`src/rtl/core/c3f_pkg.sv`:
```
`default_nettype none
package c3f_pkg;

   // frame geometry
   localparam int MAX_WIDTH  = 1024;
   localparam int MAX_HEIGHT = 1024;
   localparam int COL_W      = $clog2(MAX_WIDTH);
   localparam int ROW_W      = $clog2(MAX_HEIGHT);
   localparam int DIM_W      = $clog2(MAX_WIDTH + 1);
   localparam int HDIM_W     = $clog2(MAX_HEIGHT + 1);
   localparam int MIN_DIM    = 3;

   // stream position counter saturates here
   localparam int POS_W   = 21;
   localparam int POS_CAP = (1 << POS_W) - 1;

   // pixel and coefficient formats
   localparam int PIX_W          = 8;
   localparam int PIX_MAX        = 255;
   localparam int COEF_W         = 16;
   localparam int COEF_FRAC_BITS = 8;
   localparam int TAPS           = 3;
   localparam int WIN_TAPS       = TAPS * TAPS;
   localparam int PROD_W         = PIX_W + 1 + COEF_W;
   localparam int SUM_W          = PROD_W + 4;

   // configuration registers
   localparam int CSR_IDX_W  = 3;
   localparam int CFG_DIM_W  = 11;
   localparam int COEF_ROW_W = TAPS * COEF_W;

   localparam logic [CSR_IDX_W-1:0] CSR_IMAGE_WIDTH     = 3'd0;
   localparam logic [CSR_IDX_W-1:0] CSR_IMAGE_HEIGHT    = 3'd1;
   localparam logic [CSR_IDX_W-1:0] CSR_COEF_NEXT_ROW   = 3'd2;
   localparam logic [CSR_IDX_W-1:0] CSR_COEF_CENTER_ROW = 3'd3;
   localparam logic [CSR_IDX_W-1:0] CSR_COEF_PREV_ROW   = 3'd4;

   localparam logic [CFG_DIM_W-1:0]  RST_IMAGE_WIDTH  = 11'd1024;
   localparam logic [CFG_DIM_W-1:0]  RST_IMAGE_HEIGHT = 11'd1024;
   localparam logic [COEF_ROW_W-1:0] RST_COEF_NEXT    = 48'h0000_0000_0000;
   localparam logic [COEF_ROW_W-1:0] RST_COEF_CENTER  = 48'h0000_0100_0000;
   localparam logic [COEF_ROW_W-1:0] RST_COEF_PREV    = 48'h0000_0000_0000;

   typedef struct packed {
      logic [PIX_W-1:0] pixel;
      logic             is_drain;
   } req_word_type;

   typedef struct packed {
      logic [PIX_W-1:0] out_pixel;
      logic             out_last;
   } rsp_word_type;

   // control tag that travels alongside the arithmetic
   typedef struct packed {
      logic valid;
      logic border;
      logic last;
   } tag_type;

   typedef logic [PROD_W-1:0] prod_type;
   typedef logic [SUM_W-1:0]  sum_type;

   function automatic sum_type prod_ext(input prod_type p);
      return {{(SUM_W - PROD_W){p[PROD_W-1]}}, p};
   endfunction

endpackage
`default_nettype wire

```
`src/rtl/core/c3f_cell.sv`:
```
`default_nettype none
module c3f_cell (
   input  wire logic                           clock,
   input  wire logic                           reset,
   input  wire logic                           shift_en,
   input  wire logic                           prod_en,
   input  wire logic [c3f_pkg::PIX_W-1:0]      pix_in,
   input  wire logic [c3f_pkg::COEF_W-1:0]     coef,
   output logic      [c3f_pkg::PIX_W-1:0]      pix_out,
   output c3f_pkg::prod_type                   prod_out
);

   logic [c3f_pkg::PIX_W-1:0] pix_ff;
   c3f_pkg::prod_type         prod_ff;
   c3f_pkg::prod_type         prod_in;

   // unsigned pixel times signed weight
   assign prod_in = c3f_pkg::PROD_W'($signed({1'b0, pix_ff}) * $signed(coef));

   always_ff @(posedge clock) begin
      if (reset) begin
         pix_ff <= '0;
      end else if (shift_en) begin
         pix_ff <= pix_in;
      end
   end

   always_ff @(posedge clock) begin
      if (prod_en) begin
         prod_ff <= prod_in;
      end
   end

   assign pix_out  = pix_ff;
   assign prod_out = prod_ff;

endmodule
`default_nettype wire

```
`config.mk`:
```
export PLATFORM = sky130hd
export DESIGN_NAME = c3f_cell
export DESIGN_NICKNAME = d
export VERILOG_FILES = /design/src/rtl/core/c3f_pkg.sv /design/src/rtl/core/c3f_cell.sv
export SDC_FILE = /design/constraint.sdc
export NUM_CORES = 1
export LEC_CHECK = 0
export ABC_CLOCK_PERIOD_IN_PS = 11150
export BUFFER_PORTS_ARGS = -buffer_cell sky130_fd_sc_hd__buf_2
export CORE_MARGIN = 10
export CORE_UTILIZATION = 56
export DETAILED_ROUTE_END_ITERATION = 8
export PLACE_DENSITY = 0.88
export SLEW_MARGIN = 10
export SYNTH_ARGS = -nofsm -noshare
export SYNTH_HDL_FRONTEND = slang
export SYNTH_SLANG_ARGS = --single-unit
```
`constraint.sdc`:
```
create_clock -name clock -period 11.15 [get_ports clock]
set_input_delay 1.115 -clock clock [delete_from_list [all_inputs] [get_ports clock]]
set_output_delay 1.115 -clock clock [all_outputs]
set_load 0.01 [all_outputs]
```
==> results.toml <==
[critical_path]
critical_path_class = "input port to flop"
crit_path_end_kind = "flop"
setup.worst_path.start_class = "input port"
critPathBufInv = 4
critical_path_required_ns = 11.18
worstPathMaxFanout = 8
arrival_ns = 5.25
path_cells = "buf_2 > nand2_1 > fa_1 > inv_1 > fa_1 > inv_1 > fa_1 > fa_1 > inv_1 > ha_1 > and2_4 > a221oi_2 > o21ai_2 > a2111o_1 > o221a_2 > xor2_1"
cp_top_family = "adder cells"
critPathMaxStageDelay_ns = 0.57
path_common_cell = "fa_1"
crit_slowest_cell = "fa_1"

[floorplan]
die_y_um = 121
die_area_um2 = 14600
fp-row-count = 36
start_util_pct = 58.0
die_w_um = 121
pin_count = 61
core_area_um2 = 9860

[power]
internal_power_uw = 402
total_power_uw = 682
clkPwrFrac_pct = 15.7
p_per_area_nw_per_um2 = 109
ir_worst_vdd_v = 0.0000728
p_sw_uw = 280
comb_power_share_pct = 56.4
swShare_pct = 41.1
seq_power_share_pct = 28.0
power.leakage_nw = 3.37

[global_route]
antenna_found_initial = 0
grt.overflow.total = 0
grtUsageTotal_pct = 18.2
grt_pass1_wl_mm = 22.0
grt_max_degree = 26
grt_pass1_vias = 4821

[timing]
final_max_slew_viol_count = 0
final.period_utilization_pct = 46.8
finalHoldWorstSlack_ns = 0.817
hold_violations = 0
min_period_ns = 5.22
fmax_ghz = 0.191
worst_pin_slew_ns = 0.886
skew_ns = 0.0102
slew_headroom_pct = 40.8
setup_viol = 0
postLayoutSetupSlackWorst_ns = 5.93
tns_ns = 0
rsz0062_at_grt = "no"

[placement]
dp.cells = 785
hpwl_mm = 10.5
io_buffers = 60
place_area_um2 = 6140
pre_cts_ws_ns = 5.62
place.gp.congestion = 0.871

[outcome]
outcome = "finished clean"

[yosys]
synth_ff_type = "edfxtp_1"
yosysMostFrequentCell = "inv_1"
syn_area_um2 = 5720
netlist_instances = 604
ys_types = 43
seq_area_frac_synth_pct = 15.9
netlist.area_leader.share_pct = 35.7
ys_ff_latch = 33
synth-edff-count = 25
ys_top_cells_by_count = "inv_1, fa_1, and2_1, nand2_1, ha_1"
synthArstFlopShare_pct = 0
synth_area_per_cell_um2 = 9.46
yosysWarnings = 0
synth_area_leaders = "fa_1, edfxtp_1, ha_1, inv_1, and2_1"
syn_nets = 784
synth_top_area_cell = "fa_1"

[drt]
vias_per_cell = 5.22
wl_mm = 12.4
num_vias = 4138
detail-route-antenna-nets = 0
wl_per_cell_um = 15.6
drc = 0
dr.first_iter.drc_count = 130
drt_first_pass_iters = 5

[clock_tree]
cts_buffers = 5
cts_tree = "done"
ctsHtreeMaxLevel = 2
clk_pin_slew_worst_paths_ns = 0.07
cts_root_buffer = "clkbuf_8"
cts_setup_buffers = 0
cts_hold_buffers = 0
ctsResizeCount = 0
clock_latency_ns = 0.28
ctsLongestPathBuffers = 2
clock_sinks = 33

[layout]
fillCellCount = 794
syn_to_final_growth_pct = 9.24
design_area_um2 = 6240
drive_gt1_share_pct = 11.2
n_antenna_cell = 0
final_util_pct = 63.3
stdcell_count = 793
fin_nets = 839

[hold_path]
hold_class = "flop to flop"

[run]
maxCapViolCount = 0
[cells in the final DEF, fill, tap and decap left out, types with 2 or more instances in the layout]
master / instances
inv_1: 150
fa_1: 102
and2_1: 78
nand2_1: 61
buf_2: 60
ha_1: 50
edfxtp_1: 25
nor2_1: 20
xnor2_1: 15
a21oi_1: 14
o21ai_0: 8
xor2_1: 8
mux2i_1: 8
dfxtp_1: 8
a21o_1: 6
clkbuf_8: 5
and3_1: 4
nor3_1: 4
nand3_1: 3
a211oi_1: 3
or3_1: 2
a2111oi_0: 2
[worst paths after layout]
path	startpoint	end	slack, ns	cells after the start
worst max-delay path	coef[7]	prod_out[17]	5.93	16
worst min register to register	pix_out[6]	pix_out[6]	0.82	2
worst max register to register	pix_out[0]	prod_out[23]	5.93	13
worst min-delay path	pix_out[6]	pix_out[6]	0.82	2
[state kept, by name, indices dropped and copies added, names as in the netlist]
name and cells:
prod_out 25, pix_out 8
[layout make-up]
type | count | area, um2 | area share, %
well taps | 133 | 166 | 2.66
inverters | 150 | 563 | 9.02
multi-input cells | 409 | 4200 | 67.2
clock inverters | 2 | 33.8 | 0.541
repair buffers | 60 | 300 | 4.81
flip-flops and latches | 33 | 911 | 14.6
clock buffers | 6 | 72.6 | 1.16
[worst register-to-register path, cell delays in order, from the launching register on]
cell and delay (ns):
dfxtp_1 0.85, nand2_1 0.29, fa_1 0.73, inv_1 0.12, fa_1 0.60, inv_1 0.12, fa_1 0.53, fa_1 0.54
inv_1 0.04, ha_1 0.36, and3_1 0.21, a2111oi_0 0.30, a211oi_1 0.12, xor2_1 0.16
[cell families after synthesis]
logic type | Yosys count | synth area share [%]
AOI/OAI and AO/OA | 47 | 5.76
xor gates and xnor gates | 23 | 3.52
adders and majority gates | 152 | 46.7
buffers and inverters | 162 | 10.6
DFF | 33 | 15.9
muxes | 8 | 1.40
and+or+nand+nor | 179 | 16.1
[power groups by stage]
stage	combinational, mW	sequential, mW	clock [mW]
after floorplan	0.263	0.202	0
after global placement	0.373	0.193	0
after detailed placement	0.389	0.194	0
after CTS	0.390	0.191	0.109
after global routing	0.443	0.195	0.115
final	0.385	0.191	0.107
[metal layers]
metal  track usage, %  up-vias  part of all wire, %
met5                0        -                    0
met4             4.98        0                  1.8
met2             35.3      101                   56
met1             19.4     2082                   38
met3             3.49       22                  4.2
li1                 -     1933                    -
(Power assumes the default switching activity.)
