==> src/rtl/core/c3f_pkg.sv <==
`default_nettype none
package c3f_pkg;

   // frame geometry
   localparam int MAX_WIDTH  = 1024;
   localparam int MAX_HEIGHT = 1024;
   localparam int COL_W      = $clog2(MAX_WIDTH);
   localparam int ROW_W      = $clog2(MAX_HEIGHT);
   localparam int DIM_W      = $clog2(MAX_WIDTH + 1);
   localparam int HDIM_W     = $clog2(MAX_HEIGHT + 1);
   localparam int MIN_DIM    = 3;

   // stream position counter saturates here
   localparam int POS_W   = 21;
   localparam int POS_CAP = (1 << POS_W) - 1;

   // pixel and coefficient formats
   localparam int PIX_W          = 8;
   localparam int PIX_MAX        = 255;
   localparam int COEF_W         = 16;
   localparam int COEF_FRAC_BITS = 8;
   localparam int TAPS           = 3;
   localparam int WIN_TAPS       = TAPS * TAPS;
   localparam int PROD_W         = PIX_W + 1 + COEF_W;
   localparam int SUM_W          = PROD_W + 4;

   // configuration registers
   localparam int CSR_IDX_W  = 3;
   localparam int CFG_DIM_W  = 11;
   localparam int COEF_ROW_W = TAPS * COEF_W;

   localparam logic [CSR_IDX_W-1:0] CSR_IMAGE_WIDTH     = 3'd0;
   localparam logic [CSR_IDX_W-1:0] CSR_IMAGE_HEIGHT    = 3'd1;
   localparam logic [CSR_IDX_W-1:0] CSR_COEF_NEXT_ROW   = 3'd2;
   localparam logic [CSR_IDX_W-1:0] CSR_COEF_CENTER_ROW = 3'd3;
   localparam logic [CSR_IDX_W-1:0] CSR_COEF_PREV_ROW   = 3'd4;

   localparam logic [CFG_DIM_W-1:0]  RST_IMAGE_WIDTH  = 11'd1024;
   localparam logic [CFG_DIM_W-1:0]  RST_IMAGE_HEIGHT = 11'd1024;
   localparam logic [COEF_ROW_W-1:0] RST_COEF_NEXT    = 48'h0000_0000_0000;
   localparam logic [COEF_ROW_W-1:0] RST_COEF_CENTER  = 48'h0000_0100_0000;
   localparam logic [COEF_ROW_W-1:0] RST_COEF_PREV    = 48'h0000_0000_0000;

   typedef struct packed {
      logic [PIX_W-1:0] pixel;
      logic             is_drain;
   } req_word_type;

   typedef struct packed {
      logic [PIX_W-1:0] out_pixel;
      logic             out_last;
   } rsp_word_type;

   // control tag that travels alongside the arithmetic
   typedef struct packed {
      logic valid;
      logic border;
      logic last;
   } tag_type;

   typedef logic [PROD_W-1:0] prod_type;
   typedef logic [SUM_W-1:0]  sum_type;

   function automatic sum_type prod_ext(input prod_type p);
      return {{(SUM_W - PROD_W){p[PROD_W-1]}}, p};
   endfunction

endpackage
`default_nettype wire

==> src/rtl/core/c3f_acc.sv <==
`default_nettype none
module c3f_acc (
   input  wire logic              clock,
   input  wire logic              reset,
   input  wire logic              adv,
   input  wire c3f_pkg::prod_type prods [c3f_pkg::WIN_TAPS],
   input  wire c3f_pkg::tag_type  tag_in,
   output c3f_pkg::sum_type       sum_out,
   output c3f_pkg::tag_type       tag_out
);

   c3f_pkg::sum_type row_sum_ff [c3f_pkg::TAPS];
   c3f_pkg::sum_type row_sum_in [c3f_pkg::TAPS];
   c3f_pkg::sum_type total_ff;
   c3f_pkg::tag_type row_tag_ff;
   c3f_pkg::tag_type total_tag_ff;

   always_comb begin
      for (int r = 0; r < c3f_pkg::TAPS; r++) begin
         row_sum_in[r] = c3f_pkg::prod_ext(prods[r * c3f_pkg::TAPS])
                       + c3f_pkg::prod_ext(prods[r * c3f_pkg::TAPS + 1])
                       + c3f_pkg::prod_ext(prods[r * c3f_pkg::TAPS + 2]);
      end
   end

   // row sums, then the total
   always_ff @(posedge clock) begin
      if (adv) begin
         row_sum_ff <= row_sum_in;
         total_ff   <= row_sum_ff[0] + row_sum_ff[1] + row_sum_ff[2];
      end
   end

   always_ff @(posedge clock) begin
      if (reset) begin
         row_tag_ff   <= '0;
         total_tag_ff <= '0;
      end else if (adv) begin
         row_tag_ff   <= tag_in;
         total_tag_ff <= row_tag_ff;
      end
   end

   assign sum_out = total_ff;
   assign tag_out = total_tag_ff;

endmodule
`default_nettype wire
==> config.mk <==
export PLATFORM = sky130hd
export DESIGN_NAME = c3f_acc
export DESIGN_NICKNAME = d
export VERILOG_FILES = /design/src/rtl/core/c3f_pkg.sv /design/src/rtl/core/c3f_acc.sv
export SDC_FILE = /design/constraint.sdc
export NUM_CORES = 1
export LEC_CHECK = 0
export BUFFER_PORTS_ARGS = -buffer_cell sky130_fd_sc_hd__buf_4
export CORE_ASPECT_RATIO = 1.4
export CORE_MARGIN = 3
export CORE_UTILIZATION = 56
export DETAILED_ROUTE_END_ITERATION = 12
export HOLD_SLACK_MARGIN = 0.05
export PLACE_DENSITY = 0.88
export SLEW_MARGIN = 30
export SYNTH_ARGS = -nofsm -noshare
export SYNTH_HDL_FRONTEND = slang
export SYNTH_SLANG_ARGS = --single-unit
==> constraint.sdc <==
create_clock -name clock -period 4.3 [get_ports clock]
set_input_delay 0.86 -clock clock [delete_from_list [all_inputs] [get_ports clock]]
set_output_delay 0.86 -clock clock [all_outputs]
set_load 0.02 [all_outputs]
==> reports/metrics.cfg <==
[outcome]
status=complete, no violations

[clock_tree]
clock_latency_ps=420
clockBufferDepth=2
post_cts_buffers=0
cts_made_buffers=17
cts_root_buffer=clkbuf_16
h-tree-depth=4
cts_tree=done
hold_buffers=0
cts_resized=0
clock_sink_count=116
clkTransAtPathRegs_ps=60

[die]
die_height_um=171
coreArea_um2=18800
start_util=0.579
fp-row-count=59
design.die.area_um2=21200
die_x_um=124
ioPinCount=263

[timing]
fin_setup_tns_ps=0
drv_slew=0
fin_crit_ps=3670
fmax_mhz=273
skew_ps=10.6
grt_setup_unrepaired=false
relSlewSlack=0.528
setup_viol=0
finalCritPeriodShare=0.853
tightest_slew_ps=690
holdWs_ps=492
hold_viol=0

[worst_setup_path]
slowest_stage=fa_1
cp_cell_sequence=buf_4 > fa_1 > ha_1 > inv_1 > fa_1 > nand2b_1 > a21oi_1 > o221ai_1 > o211ai_1 > a21boi_1 > o21ai_0 > xor2_1
critPathKind=in -> reg
worstPathArrival_ps=3830
required_ps=4460
crit_top_cell=fa_1
cp-end-kind=register
crit_fanout=4
critical_path.max_stage_delay_ps=540
startpoint_type=input port
cp_top_family=compound AO/OA/AOI/OAI gates
crit_buf_inv=2

[finish]
drive_gt1_frac=0.260
syn2layout_area_growth_pct=26.8
fill_cells=1308
fin_nets=1682
antenna_cells=0

[route]
viasPerCell=5.87
drt_first_pass_iters=6
routed_wl_um=28500
wire_per_inst_um=19.0
drt_iter0_drc=615
drc=0
ant_nets=0
vias=8804

[min_path]
hp-class=reg -> reg

[place]
io_buffers=262
place_hpwl_um=23100
gp_congestion=0.937

[synth]
syn_area_um2=10900
yosysWarnings=0
synth_flop_cell=edfxtp_1
synth_adder_area_share=0.312
netlist_instances=971
synth_xor_area_frac=0.0683
ys_types=69
synth.ff_latch_count=116
synth-simple-area-share=0.0844
synth_top_family_by_area=adder cells
syn_nets=1410
syn_area_per_cell_um2=11.2
synth-edff-count=110
seq_area_frac_synth=0.314
synth_mux_area_frac=0.00735
async_flop_share=0
synth_compound_area_frac=0.192

[power]
powerDensity_nw_per_um2=666
combPwrFrac=0.598
irDropWorstVdd_mv=0.447
p_sw_frac=0.415
p_leak_uw=0.00616
p_int_uw=5380
seq_power_share=0.236
pwr-share-clk=0.167
p_sw_uw=3820

[global_route]
grt_remaining_overflow=0
gr-usage-all-layers=0.272
grt_antenna_before_repair=0
first_global_vias=9346
grt_max_degree=70
grt_pass1_wl_um=44500

[flow_run]
drv_cap=0

## logic make-up (layout without fill, tap and decap cells)
family,Yosys count,after routing
buffers and inverters,63,348
xor gates and xnor gates,85,85
DFF,116,116
adders and majority gates,208,208
AOI/OAI and AO/OA,302,302
muxes,8,8
and+or+nand+nor,189,189
## synth_stat cells, drive strengths merged (3+ instances only)
cell type    n  area share
edfxtp     110        0.30
nor3         9      0.0041
nand3       18      0.0083
mux2i        8      0.0074
o21a        12      0.0083
ha         102        0.12
or2          3      0.0017
a311oi       3      0.0030
nor4         3      0.0029
xor2        26       0.021
o21ba        4      0.0037
a31oi       13      0.0080
o21ai       42       0.020
dfxtp        6       0.011
clkbuf       8      0.0028
inv         53       0.018
o2111ai      4      0.0044
a21boi       4      0.0028
a2111oi      5      0.0075
nand4        6      0.0034
a31o         5      0.0040
o21bai      15       0.010
and2         4      0.0023
fa         106        0.19
nor2b       15      0.0086
and3         9      0.0052
a21oi       89       0.041
and4         3      0.0024
nand2       42       0.014
a211o        5      0.0040
xnor2       59       0.047
nand2b       9      0.0052
a21o        58       0.040
a211oi      11      0.0085
o211ai       7      0.0053
nor2        62       0.021
o31ai        4      0.0028
a221oi       4      0.0038
## final timing paths
check | cells after the start | slack (ps) | end | from
worst max-delay path | 12 | 630 | row_sum_ff[52]$_DFFE_PP_ | prods[76]
worst min-delay path | 2 | 490 | row_tag_ff[1]$_SDFFE_PP0P_ | row_tag_ff[1]$_SDFFE_PP0P_
worst max register to register | 10 | 770 | sum_out[23]$_DFFE_PP_ | row_sum_ff[1]$_DFFE_PP_
worst min register to register | 2 | 490 | row_tag_ff[1]$_SDFFE_PP0P_ | row_tag_ff[1]$_SDFFE_PP0P_
## routing by layer
metal  vias up  wire length (µm)  track usage  part of all wire
met1      4180              9930        0.284              0.35
met2       396             15700        0.522              0.55
li1       4136                 -            -                 -
met3        92              1510       0.0397             0.053
met4         0              1360        0.128             0.048
met5         -                 0            0                 0
## worst register-to-register path: cells and delay by family, from the launching register on
kind	cells	cell delay [ps]
AO/OA/AOI/OAI	4	1240
XOR/XNOR	1	90
adder cells (fa/ha/maj)	3	1240
flip-flops	1	430
AND/OR/NAND/NOR	2	270
## metrics by stage
step,worst slack [ps],instance area [µm²],total power [µW],instances,utilization
finish,630,13800,9200,1500,0.734
detailed placement,240,13100,7520,1468,0.698
global route,379,13800,9840,1500,0.734
CTS,671,13800,9160,1500,0.734
global placement,303,13100,7410,1468,0.698
floorplan,834,10900,6010,971,-
## cell type report
type	count	area, µm²	area share
Sequential cell	116	3420	0.248
Tap cell	244	305	0.0221
Clock inverter	8	75.1	0.00544
Multi-Input combinational cell	792	7230	0.524
Inverter	53	199	0.0144
Timing Repair Buffer	263	1990	0.144
Clock buffer	24	589	0.0427
## flip-flops by register name (all words and copies together) (netlist names)
register / flops
row_sum_ff: 81
sum_out: 29
row_tag_ff: 3
tag_out: 3
## power by group through the flow
stage	Combinational, µW	Clock (µW)	Sequential (µW)
2_1_floorplan	3720	0	2290
3_3_place_gp	5230	0	2180
3_5_place_dp	5330	0	2190
4_1_cts	5450	1540	2180
5_1_grt	6040	1600	2200
6_report	5500	1530	2170
## cell usage in the layout (no fill, tap or decap), types with 9 or more instances in the layout
cell type  Yosys  layout
a211oi_1       9       9
a21o_1        57      57
a21oi_1       88      88
a31oi_1       12      12
and3_1         9       9
buf_4          0     262
clkbuf_16      0      23
edfxtp_1     110     110
fa_1         106     106
ha_1         102     102
inv_1         53      53
nand2_1       42      42
nand2b_1       9       9
nand3_1       18      18
nor2_1        62      62
nor2b_1       15      15
nor3_1         9       9
o21a_1        12      12
o21ai_0       36      36
o21bai_1      15      15
xnor2_1       59      59
xor2_1        26      26
(Power assumes the default switching activity.)
